===== src/rtl/ame_pkg.sv =====
`timescale 1ns / 1ps
// ----------------------------------------------------------------------------
// Accumulator machine execute: shared package
// Types, opcodes and constants used by the front, queue and back.
// ----------------------------------------------------------------------------
package ame_pkg;

  // The word count is a power of two, so an address is the low index bits.
  localparam int MEM_WORDS = 4096;
  localparam int ADDR_W    = $clog2(MEM_WORDS);

  localparam int QUEUE_DEPTH = 2;
  localparam int QPTR_W      = $clog2(QUEUE_DEPTH);
  localparam int QCNT_W      = $clog2(QUEUE_DEPTH + 1);

  localparam logic [31:0] SIGN_BIT24 = 32'h0080_0000;
  localparam logic [31:0] HIGH_FILL  = 32'hff00_0000;
  localparam logic [31:0] LOW24_MASK = 32'h00ff_ffff;

  localparam logic [4:0] OPC_LIT       = 5'd0;
  localparam logic [4:0] OPC_LITX      = 5'd1;
  localparam logic [4:0] OPC_LITM      = 5'd2;
  localparam logic [4:0] OPC_LOAD      = 5'd3;
  localparam logic [4:0] OPC_LOAD_IND  = 5'd4;
  localparam logic [4:0] OPC_STORE     = 5'd5;
  localparam logic [4:0] OPC_STORE_IND = 5'd6;
  localparam logic [4:0] OPC_ADD_IMM   = 5'd7;
  localparam logic [4:0] OPC_ADD_IND   = 5'd11;
  localparam logic [4:0] OPC_SUB_IMM   = 5'd12;
  localparam logic [4:0] OPC_SUB_IND   = 5'd16;

  typedef enum logic [2:0] {
    K_SET,
    K_STORE,
    K_ADD,
    K_SUB,
    K_NONE
  } kind_t;

  typedef enum logic [2:0] {
    F_IMM,
    F_SX,
    F_MERGE,
    F_DIR,
    F_IND
  } form_t;

  typedef struct packed {
    kind_t       kind;
    form_t       form;
    logic [23:0] x;
  } dec_t;

  typedef enum logic [1:0] {
    S_CLEAR,
    S_IDLE,
    S_RD1,
    S_RD2
  } back_state_t;

endpackage


===== src/rtl/ame_instr_if.sv =====
`timescale 1ns / 1ps
// ----------------------------------------------------------------------------
// Accumulator machine execute: instruction channel
// Valid/ready channel that carries one instruction per beat.
// ----------------------------------------------------------------------------
interface ame_instr_if;
  logic        valid;
  logic        ready;
  logic [4:0]  mode;
  logic [23:0] operand;

  modport source (output valid, output mode, output operand, input ready);
  modport sink (input valid, input mode, input operand, output ready);
endinterface


===== src/rtl/ame_front.sv =====
`timescale 1ns / 1ps
// ----------------------------------------------------------------------------
// Accumulator machine execute: front
// Accepts instruction beats and decodes them into an operation and form.
// ----------------------------------------------------------------------------
module ame_front import ame_pkg::*; (
  ame_instr_if.sink instr,
  input  logic      clearing,
  input  logic      full,
  output logic      push,
  output dec_t      dec
);

  assign instr.ready = !full && !clearing;
  assign push        = instr.valid && instr.ready;

  always_comb begin
    dec.x    = instr.operand;
    dec.kind = K_NONE;
    dec.form = F_IMM;
    unique case (instr.mode) inside
      OPC_LIT: begin
        dec.kind = K_SET;
        dec.form = F_IMM;
      end
      OPC_LITX: begin
        dec.kind = K_SET;
        dec.form = F_SX;
      end
      OPC_LITM: begin
        dec.kind = K_SET;
        dec.form = F_MERGE;
      end
      OPC_LOAD: begin
        dec.kind = K_SET;
        dec.form = F_DIR;
      end
      OPC_LOAD_IND: begin
        dec.kind = K_SET;
        dec.form = F_IND;
      end
      OPC_STORE: begin
        dec.kind = K_STORE;
        dec.form = F_DIR;
      end
      OPC_STORE_IND: begin
        dec.kind = K_STORE;
        dec.form = F_IND;
      end
      [OPC_ADD_IMM:OPC_ADD_IND]: begin
        dec.kind = K_ADD;
        dec.form = form_t'(3'(instr.mode - OPC_ADD_IMM));
      end
      [OPC_SUB_IMM:OPC_SUB_IND]: begin
        dec.kind = K_SUB;
        dec.form = form_t'(3'(instr.mode - OPC_SUB_IMM));
      end
      default: begin
        dec.kind = K_NONE;
        dec.form = F_IMM;
      end
    endcase
  end

endmodule


===== src/flat_wrapper.sv =====
// flat-port wrapper written by rule: the top's interface ports become plain ports
module ame_front_flat import ame_pkg::*;
  (clearing, full, push, dec, instr_valid, instr_mode, instr_operand, instr_ready);
  ame_instr_if instr_i ();
  input  logic clearing;
  input  logic full;
  output logic push;
  output dec_t dec;
  input wire logic [$bits(instr_i.valid)-1:0] instr_valid;
  input wire logic [$bits(instr_i.mode)-1:0] instr_mode;
  input wire logic [$bits(instr_i.operand)-1:0] instr_operand;
  output wire logic [$bits(instr_i.ready)-1:0] instr_ready;
  assign instr_i.valid = instr_valid;
  assign instr_i.mode = instr_mode;
  assign instr_i.operand = instr_operand;
  assign instr_ready = instr_i.ready;
  ame_front u_core (.instr(instr_i), .clearing(clearing), .full(full), .push(push), .dec(dec));
endmodule

===== config.mk =====
export PLATFORM = sky130hd
export DESIGN_NAME = ame_front_flat
export DESIGN_NICKNAME = d
export VERILOG_FILES = /design/src/rtl/ame_pkg.sv /design/src/rtl/ame_instr_if.sv /design/src/rtl/ame_front.sv /design/src/flat_wrapper.sv
export SDC_FILE = /design/constraint.sdc
export NUM_CORES = 1
export LEC_CHECK = 0
export BUFFER_PORTS_ARGS = -buffer_cell sky130_fd_sc_hd__buf_2
export CAP_MARGIN = 20
export CORE_MARGIN = 2
export CORE_UTILIZATION = 29
export DETAILED_ROUTE_END_ITERATION = 6
export GPL_ROUTABILITY_DRIVEN = 1
export GPL_TIMING_DRIVEN = 0
export PLACE_DENSITY = 0.86
export SYNTH_ARGS = -nofsm -noshare
export SYNTH_HDL_FRONTEND = slang
export SYNTH_SLANG_ARGS = --single-unit

===== constraint.sdc =====
create_clock -name vclk -period 1.2
set_input_delay 0.06 -clock vclk [all_inputs]
set_output_delay 0.06 -clock vclk [all_outputs]
set_load 0.01 [all_outputs]

==> flow_summary_export.csv <==
group,metric,value,unit
run_status,status,"finished with violations",
run_status,violations,"negative setup slack",
min_path,holdCritPathClass,"in2out",
timing,relSlewSlack,74.5,%
detailed_routing,wl,1250,µm
layout,area_growth,80.9,%
grt,overflow,0,
placement,finalWeightedCongestion,0.721,
layout,drive_gt1_share,77.8,%
detailed_routing,vias,579,
placement,io_buffers,39,
synthesis,synth_nets,99,
timing,rsz0062_at_grt,"yes",
layout,regArea,0,µm²
layout,fillers,132,
setup_path,critPathMaxFanout,4,
floorplanning,io_pins,64,
timing,worst_pin_slew,0.380,ns
floorplanning,die_w,43.8,µm
placement,detailed_place_hpwl,928,µm
synthesis,syn_area_per_cell,7.29,µm²
synthesis,synth-seq-area-share,0,%
synthesis,netlist_instances,63,
layout,multi_input_area,334,µm²
detailed_routing,drc,0,
layout,seq_cells,0,
setup_path,crit_required,1.14,ns
timing,fin_ws,-0.148,ns
placement,pre_cts_slack,-0.341,ns
detailed_routing,firstDrtPassIters,4,
setup_path,end_kind,"output pin",
power_and_ir_drop,power_density,386,nW/µm²
synthesis,synth.area.top_cells,"buf_4, ha_1, a211oi_1",
floorplanning,dieArea,1920,µm²
timing,final-setup-viol-count,3,
timing,fmax,0.742,GHz
detailed_routing,routedWlPerCell,10.1,µm
detailed_routing,drtIter0Drc,3,
layout,final_util,55.8,%
floorplanning,core-area,1490,µm²
synthesis,yosys_warnings,0,
grt,grt_pass1_wl,1900,µm
power_and_ir_drop,cellLeakagePower,0.451,nW
setup_path,crit_type,"in2out",
run,drv_cap,0,
layout,n_antenna_cell,0,
timing,finalCriticalPeriod,1.35,ns
timing,fin_crit_sh,112,%
floorplanning,dieHeight,43.8,µm
grt,grt_max_degree,11,
detailed_routing,viasPerCell,4.67,
setup_path,cp-start-kind,"primary input",
power_and_ir_drop,ir_drop,0.169,mV
grt,grt_pass1_vias,461,
synthesis,synth_common_cells,"buf_4, nand2_1, nor2_1",
grt,antenna_found_initial,0,
layout,clkbuf_count,0,
synthesis,yosys.cell_types.count,22,
timing,hold_viol,0,
floorplanning,initial_core_util,30.8,%
setup_path,arrival,1.29,ns
detailed_routing,antenna_left,0,
synthesis,synth_area_leader_cell,"buf_4",
timing,slew_viol_final,0,
synthesis,netlist_area,459,µm²
synthesis,synth_top_area_share,39.2,%
synthesis,yosysMostFrequentCell,"buf_4",
grt,grt_usage,12.2,%
layout,final_nets,146,
floorplanning,rows,14,
==> path summary, 6_finish.rpt <==
check,start,endpoint,slack (ns),cells after the start
setup / recovery,instr_mode[1],dec[26],-0.15,6
hold / removal,instr_operand[13],dec[13],0.30,2
==> per-layer routing <==
metal	wire, µm	GRT usage [%]
met2	709	26.5
met3	140	0.417
met4	13	1.21
met5	0	0
met1	391	12.6
==> logic make-up after synthesis <==
family / Yosys count / synth area share [%]
compound gates: 10 / 18.5
xor+xnor: 3 / 5.72
fa+ha+maj: 4 / 10.9
buf+inv: 28 / 43.1
simple gates: 18 / 21.8
==> critical path, stage by stage <==
cell and delay (ns):
buf_8 0.09, ha_4 0.14, and4b_4 0.20, or4_4 0.50, o211ai_2 0.15, buf_2 0.15
==> timing repair <==
item                                    in CTS  in global routing
pin swaps                                    7                  2
endpoints found under the setup margin       5                  6
setup buffers                                6                  0
hold buffers                                 0                  0
gates resized for setup                     16                  5
==> cell type report <==
type	count	area share (%)
Timing Repair Buffer	45	33.6
Inverter	2	0.904
Buffer	26	22.9
Tap cell	16	2.41
Multi-Input combinational cell	35	40.2
==> where the power goes <==
group	leakage [nW]	switching [mW]	total, mW	internal, mW
registers	0	0	0	0
logic	0.451	0.141	0.320	0.179
clock network	0	0	0	0
total	0.451	0.141	0.320	0.179
==> layout by cell type, fill, tap and decap left out <==
cell type / synthesis / final
ha_4: 0 / 1
o21bai_4: 0 / 1
or4_4: 1 / 1
nor4_4: 0 / 1
nand3b_1: 1 / 1
and4b_4: 1 / 1
buf_6: 0 / 3
xnor2_1: 2 / 2
and2_1: 1 / 1
buf_12: 0 / 1
xor2_1: 1 / 1
o2bb2ai_1: 1 / 1
o211ai_1: 1 / 1
a221o_1: 1 / 1
inv_1: 2 / 2
nand2_1: 5 / 5
o211ai_2: 1 / 1
a211oi_1: 4 / 2
ha_2: 0 / 2
nand2b_1: 1 / 1
nor2_1: 5 / 5
buf_8: 0 / 1
buf_4: 24 / 28
buf_2: 2 / 38
a31o_2: 1 / 1
nor4_2: 0 / 1
a211oi_2: 0 / 2
nand3_4: 0 / 1
ha_1: 4 / 1
==> metrics by stage <==
step	hold WS (ns)	total power, mW	instances	setup TNS [ns]	cell area [µm²]
detailed placement	0.304	0.259	118	-1.02	677
global placement	0.304	0.253	118	-0.937	677
global route	0.307	0.345	124	-0.595	831
finish	0.303	0.320	124	-0.373	831
CTS	0.305	0.306	124	-0.410	800
floorplan	0.166	0.171	63	0	462
Power figures use the tool's default switching activity.
