--- config.mk ---
export PLATFORM = sky130hd
export DESIGN_NAME = ame_queue
export DESIGN_NICKNAME = d
export VERILOG_FILES = /design/src/rtl/ame_pkg.sv /design/src/rtl/ame_queue.sv
export SDC_FILE = /design/constraint.sdc
export NUM_CORES = 1
export LEC_CHECK = 0
export BUFFER_PORTS_ARGS = -buffer_cell sky130_fd_sc_hd__buf_4
export CAP_MARGIN = 25
export CELL_PAD_IN_SITES_DETAIL_PLACEMENT = 0
export CELL_PAD_IN_SITES_GLOBAL_PLACEMENT = 1
export CORE_ASPECT_RATIO = 1.2
export CORE_MARGIN = 5
export CORE_UTILIZATION = 38
export CTS_CLUSTER_SIZE = 12
export DETAILED_ROUTE_END_ITERATION = 7
export PLACE_DENSITY_LB_ADDON = 0.1
export SETUP_SLACK_MARGIN = 0.15
export SYNTH_ARGS = -nofsm -noshare
export SYNTH_HDL_FRONTEND = slang
export SYNTH_SLANG_ARGS = --single-unit
--- constraint.sdc ---
create_clock -name clk -period 2.2 [get_ports clk]
set_input_delay 0.11 -clock clk [delete_from_list [all_inputs] [get_ports clk]]
set_output_delay 0.11 -clock clk [all_outputs]
set_load 0.1 [all_outputs]
--- src/rtl/ame_pkg.sv ---
`timescale 1ns / 1ps
// ----------------------------------------------------------------------------
// Accumulator machine execute: shared package
// Types, opcodes and constants used by the front, queue and back.
// ----------------------------------------------------------------------------
package ame_pkg;

  // The word count is a power of two, so an address is the low index bits.
  localparam int MEM_WORDS = 4096;
  localparam int ADDR_W    = $clog2(MEM_WORDS);

  localparam int QUEUE_DEPTH = 2;
  localparam int QPTR_W      = $clog2(QUEUE_DEPTH);
  localparam int QCNT_W      = $clog2(QUEUE_DEPTH + 1);

  localparam logic [31:0] SIGN_BIT24 = 32'h0080_0000;
  localparam logic [31:0] HIGH_FILL  = 32'hff00_0000;
  localparam logic [31:0] LOW24_MASK = 32'h00ff_ffff;

  localparam logic [4:0] OPC_LIT       = 5'd0;
  localparam logic [4:0] OPC_LITX      = 5'd1;
  localparam logic [4:0] OPC_LITM      = 5'd2;
  localparam logic [4:0] OPC_LOAD      = 5'd3;
  localparam logic [4:0] OPC_LOAD_IND  = 5'd4;
  localparam logic [4:0] OPC_STORE     = 5'd5;
  localparam logic [4:0] OPC_STORE_IND = 5'd6;
  localparam logic [4:0] OPC_ADD_IMM   = 5'd7;
  localparam logic [4:0] OPC_ADD_IND   = 5'd11;
  localparam logic [4:0] OPC_SUB_IMM   = 5'd12;
  localparam logic [4:0] OPC_SUB_IND   = 5'd16;

  typedef enum logic [2:0] {
    K_SET,
    K_STORE,
    K_ADD,
    K_SUB,
    K_NONE
  } kind_t;

  typedef enum logic [2:0] {
    F_IMM,
    F_SX,
    F_MERGE,
    F_DIR,
    F_IND
  } form_t;

  typedef struct packed {
    kind_t       kind;
    form_t       form;
    logic [23:0] x;
  } dec_t;

  typedef enum logic [1:0] {
    S_CLEAR,
    S_IDLE,
    S_RD1,
    S_RD2
  } back_state_t;

endpackage

--- src/rtl/ame_queue.sv ---
`timescale 1ns / 1ps
// ----------------------------------------------------------------------------
// Accumulator machine execute: decoded instruction queue
// Short FIFO between the front and the back.
// ----------------------------------------------------------------------------
module ame_queue import ame_pkg::*; (
  input  logic clk,
  input  logic rst,
  input  logic push,
  input  dec_t push_data,
  output logic full,
  input  logic pop,
  output logic head_valid,
  output dec_t head
);

  dec_t              slots [QUEUE_DEPTH];
  logic [QPTR_W-1:0] wr_ptr;
  logic [QPTR_W-1:0] rd_ptr;
  logic [QCNT_W-1:0] count;

  assign full       = count == QCNT_W'(QUEUE_DEPTH);
  assign head_valid = count != '0;
  assign head       = slots[rd_ptr];

  always_ff @(posedge clk) begin
    if (push) begin
      slots[wr_ptr] <= push_data;
    end
  end

  always_ff @(posedge clk) begin
    if (rst) begin
      wr_ptr <= '0;
      rd_ptr <= '0;
      count  <= '0;
    end else begin
      if (push) begin
        wr_ptr <= (wr_ptr == QPTR_W'(QUEUE_DEPTH - 1)) ? '0 : wr_ptr + 1'b1;
      end
      if (pop) begin
        rd_ptr <= (rd_ptr == QPTR_W'(QUEUE_DEPTH - 1)) ? '0 : rd_ptr + 1'b1;
      end
      if (push && !pop) begin
        count <= count + 1'b1;
      end else if (pop && !push) begin
        count <= count - 1'b1;
      end
    end
  end

endmodule

==> impl_metrics.yaml <==
worst_setup_path:
  criticalPathCategory: "flop to output pin"
  critical-path-slowest-cell: "sky130_fd_sc_hd__mux2_2"
  cp-endpoint: "head[2]"
  required_ns: 2.09
  worstPathArrival_ns: 1.49
  worst_r2r_endpoint: "slots[0][7]"
  critPathMaxStageDelay_ns: 0.37
  critPathLaunchType: "flop"
  worst-path-max-fanout: 16
  critPathMostFrequentCell: "sky130_fd_sc_hd__buf_4"
  crit_path_cell_trace: "buf_4 > mux2_2 > buf_4"
  crit-reg2reg-launch: "wr_ptr"
  worst_path_dominant_cell_family: "buffers and inverters"
  ff2ff_setup_slack_ns: 0.82
  crit_buf_inv: 2
  endpoint_kind: "output pin"
  reg2reg_depth: 2
  cp.depth: 3
global_route:
  grt_antenna_before_repair: 0
  first_pass_grt_wire_length_mm: 7.155
  grt_max_degree: 18
  grt_util_all_layers_pct: 12.41
  via_count_of_the_first_global_routing_pass: 1574
  grt_overflow: 0
synth:
  netlist_top_cells_area: "sky130_fd_sc_hd__edfxtp_1 76%, sky130_fd_sc_hd__mux2_2 14%, sky130_fd_sc_hd__dfxtp_1 4.2%"
  yosys.cell_types.count: 16
  synthesized_cell_area_um2: 2365
  synth_area_per_cell_um2: 20.56
  synth_sequential_area_ratio_pct: 80.42
  synth-seq-cells: 65
  synth_top_cell_by_area: "sky130_fd_sc_hd__edfxtp_1"
  mappedNetlistNets: 150
  synth_top_area_share_pct: 76.19
  yosys_warnings: 0
  synthesis.instances: 115
sta:
  max-slew-margin-rel_pct: 70.52
  period_needed_ns: 1.601
  final_min_period_over_clock_period_pct: 72.78
  setup_repair_after_global_routing_missed_its_margin: "false"
  hold_violations: 0
  drv_slew: 0
  setup-tns-final_ns: 0
  finClkSkew_ns: 0.006736
  fmaxAchievable_mhz: 624.6
  setup-violations-final: 0
  worst_pin_slew_ns: 0.4413
  hold-worst-slack_ns: 0.05999
route:
  route.vias.total: 1355
  drtAntennaViolNets: 0
  wl_per_cell_um: 14.31
  drt_pre_antenna_iters: 2
  total_drc_errors_in_the_routed_layout: 0
  dr_iter_0_viols: 88
  vias_per_cell: 4.357
  totalWireLength_mm: 4.451
placed_design:
  gp_routability_congestion: 0.7227
  numPlacedInstances: 264
  placement.io_buffers: 65
  dp.final_hpwl_mm: 3.054
  detailed_place.area_um2: 2985
cts:
  cts.clk_slew.worst_paths_ns: 0.06
  tritoncts: "built"
  postCtsSetupRepairBufs: 0
  numCtsBuffers: 9
  cts-htree-levels: 3
  clock_latency_on_the_worst_skew_pair_ns: 0.32
  ctsRootBufferMaster: "sky130_fd_sc_hd__clkbuf_8"
  tritoncts_num_sinks: 65
  maximum_clock_insertion_buffer_count: 2
floorplan:
  die_x_um: 82.02
  die_height_um: 96.42
  floorplan.rows: 31
  fp.coreArea_um2: 6051
  design.die.area_um2: 7907
  top_level_ports: 66
  initial_standard_cell_utilization_of_the_core_pct: 39.08
pwr:
  finalPower_mw: 3.253
  power_leakage_nw: 1.337
  cellPowerDensity_nw_per_um2: 936.2
  ir_drop_v: 0.0004785
cells_and_area:
  final_design_area_no_fill_um2: 3475
  fin_nets: 259
  diodes: 0
  instances_no_fill: 311
  area.growth.synth_to_final_pct: 46.93
  layout-drive-gt1-share_pct: 50.22
outcome:
  run_status: "finished clean"
job:
  max_cap_viol_count: 0
min_path:
  timing.hold.worst.class: "input pin to flop"
flip-flops by register name, indices dropped and copies added (netlist names), named ones only:
name / count
slots: 60
count: 2
rd_ptr: 1
wr_ptr: 1
worst reg2reg max path, delay by kind of cell (launching register included):
family | cells | cell delay (ns)
DFF | 1 | 0.35
and+or+nand+nor | 1 | 0.39
buffers and inverters | 1 | 0.33
cells in the mapped netlist, drive strengths merged:
| master | count |
|---|---|
| dfxtp | 5 |
| a21oi | 1 |
| buf | 3 |
| mux2 | 30 |
| or2 | 1 |
| o21ai | 1 |
| and2 | 1 |
| or3 | 1 |
| edfxtp | 60 |
| and2b | 1 |
| ha | 1 |
| nor2b | 1 |
| xnor2 | 2 |
| xor2 | 2 |
| inv | 1 |
| nor2 | 4 |
layer usage:
metal	global-route usage (%)	vias to the layer above	wire, um
met5	0	-	0
li1	-	661	-
met3	3.525	6	255
met1	13.38	649	1742
met4	7.064	0	64
met2	21.56	39	2389
cells by family (layout without fill, tap and decap cells):
kind of cell,count (synthesis),after routing,share of synthesized area [%]
multiplexers,30,30,14.29
XOR/XNOR,4,4,1.482
AND/OR/NAND/NOR,9,9,2.064
flip-flops,65,65,80.42
AO/OA/AOI/OAI,2,2,0.4229
adder cells (fa/ha/maj),1,1,0.5290
buffers and inverters,4,118,0.7933
area by class of cell:
cell class	count	area (um2)
Fill cell	500	2576
Sequential cell	65	1902
Timing Repair Buffer	101	835.8
Multi-Input combinational cell	46	451.7
Clock buffer	12	135.1
Tap cell	82	102.6
Clock inverter	4	43.79
Inverter	1	3.754
layout by cell type (no fill, tap or decap):
cell / n
sky130_fd_sc_hd__a21oi_1: 1
sky130_fd_sc_hd__and2_1: 1
sky130_fd_sc_hd__and2b_2: 1
sky130_fd_sc_hd__buf_4: 70
sky130_fd_sc_hd__bufinv_16: 1
sky130_fd_sc_hd__clkbuf_1: 3
sky130_fd_sc_hd__clkbuf_8: 9
sky130_fd_sc_hd__clkinv_1: 1
sky130_fd_sc_hd__clkinv_2: 2
sky130_fd_sc_hd__dfxtp_1: 5
sky130_fd_sc_hd__dlygate4sd3_1: 31
sky130_fd_sc_hd__edfxtp_1: 60
sky130_fd_sc_hd__ha_1: 1
sky130_fd_sc_hd__inv_1: 1
sky130_fd_sc_hd__mux2_2: 30
sky130_fd_sc_hd__nor2_1: 4
sky130_fd_sc_hd__nor2b_4: 1
sky130_fd_sc_hd__o21ai_0: 1
sky130_fd_sc_hd__or2_2: 1
sky130_fd_sc_hd__or3_1: 1
sky130_fd_sc_hd__xnor2_1: 2
sky130_fd_sc_hd__xor2_1: 2
what timing repair did:
action | CTS | global route
hold buffers | 31 | 0
hold endpoints to repair | 65 | 0
resized for setup | 0 | 0
where the power goes:
| part | internal, mW | leakage (nW) | switching [mW] |
|---|---|---|---|
| clock | 0.517 | 0.0918 | 0.396 |
| sequential | 1.44 | 0.605 | 0.0229 |
| combinational | 0.245 | 0.641 | 0.635 |
metrics by stage:
stage / utilization (%) / setup slack (ns)
global placement: 49.34 / 0.8227
global route: 57.42 / 0.5186
floorplan: - / 0.6651
finish: 57.42 / 0.5989
detailed placement: 49.34 / 0.7970
CTS: 57.42 / 0.5507
how the worst min path moves through the flow:
stage	start	end	slack, ns	depth (start not counted)
3_5_place_dp	push_data[0]	slots[1][0]	0.30	1
3_3_place_gp	push_data[17]	slots[1][17]	0.30	1
6_report	pop	rd_ptr	0.06	3
4_1_cts	pop	rd_ptr	0.04	3
5_1_grt	pop	rd_ptr	0.06	3
2_1_floorplan	rst	count[1]	0.18	1
(Power assumes the default switching activity.)
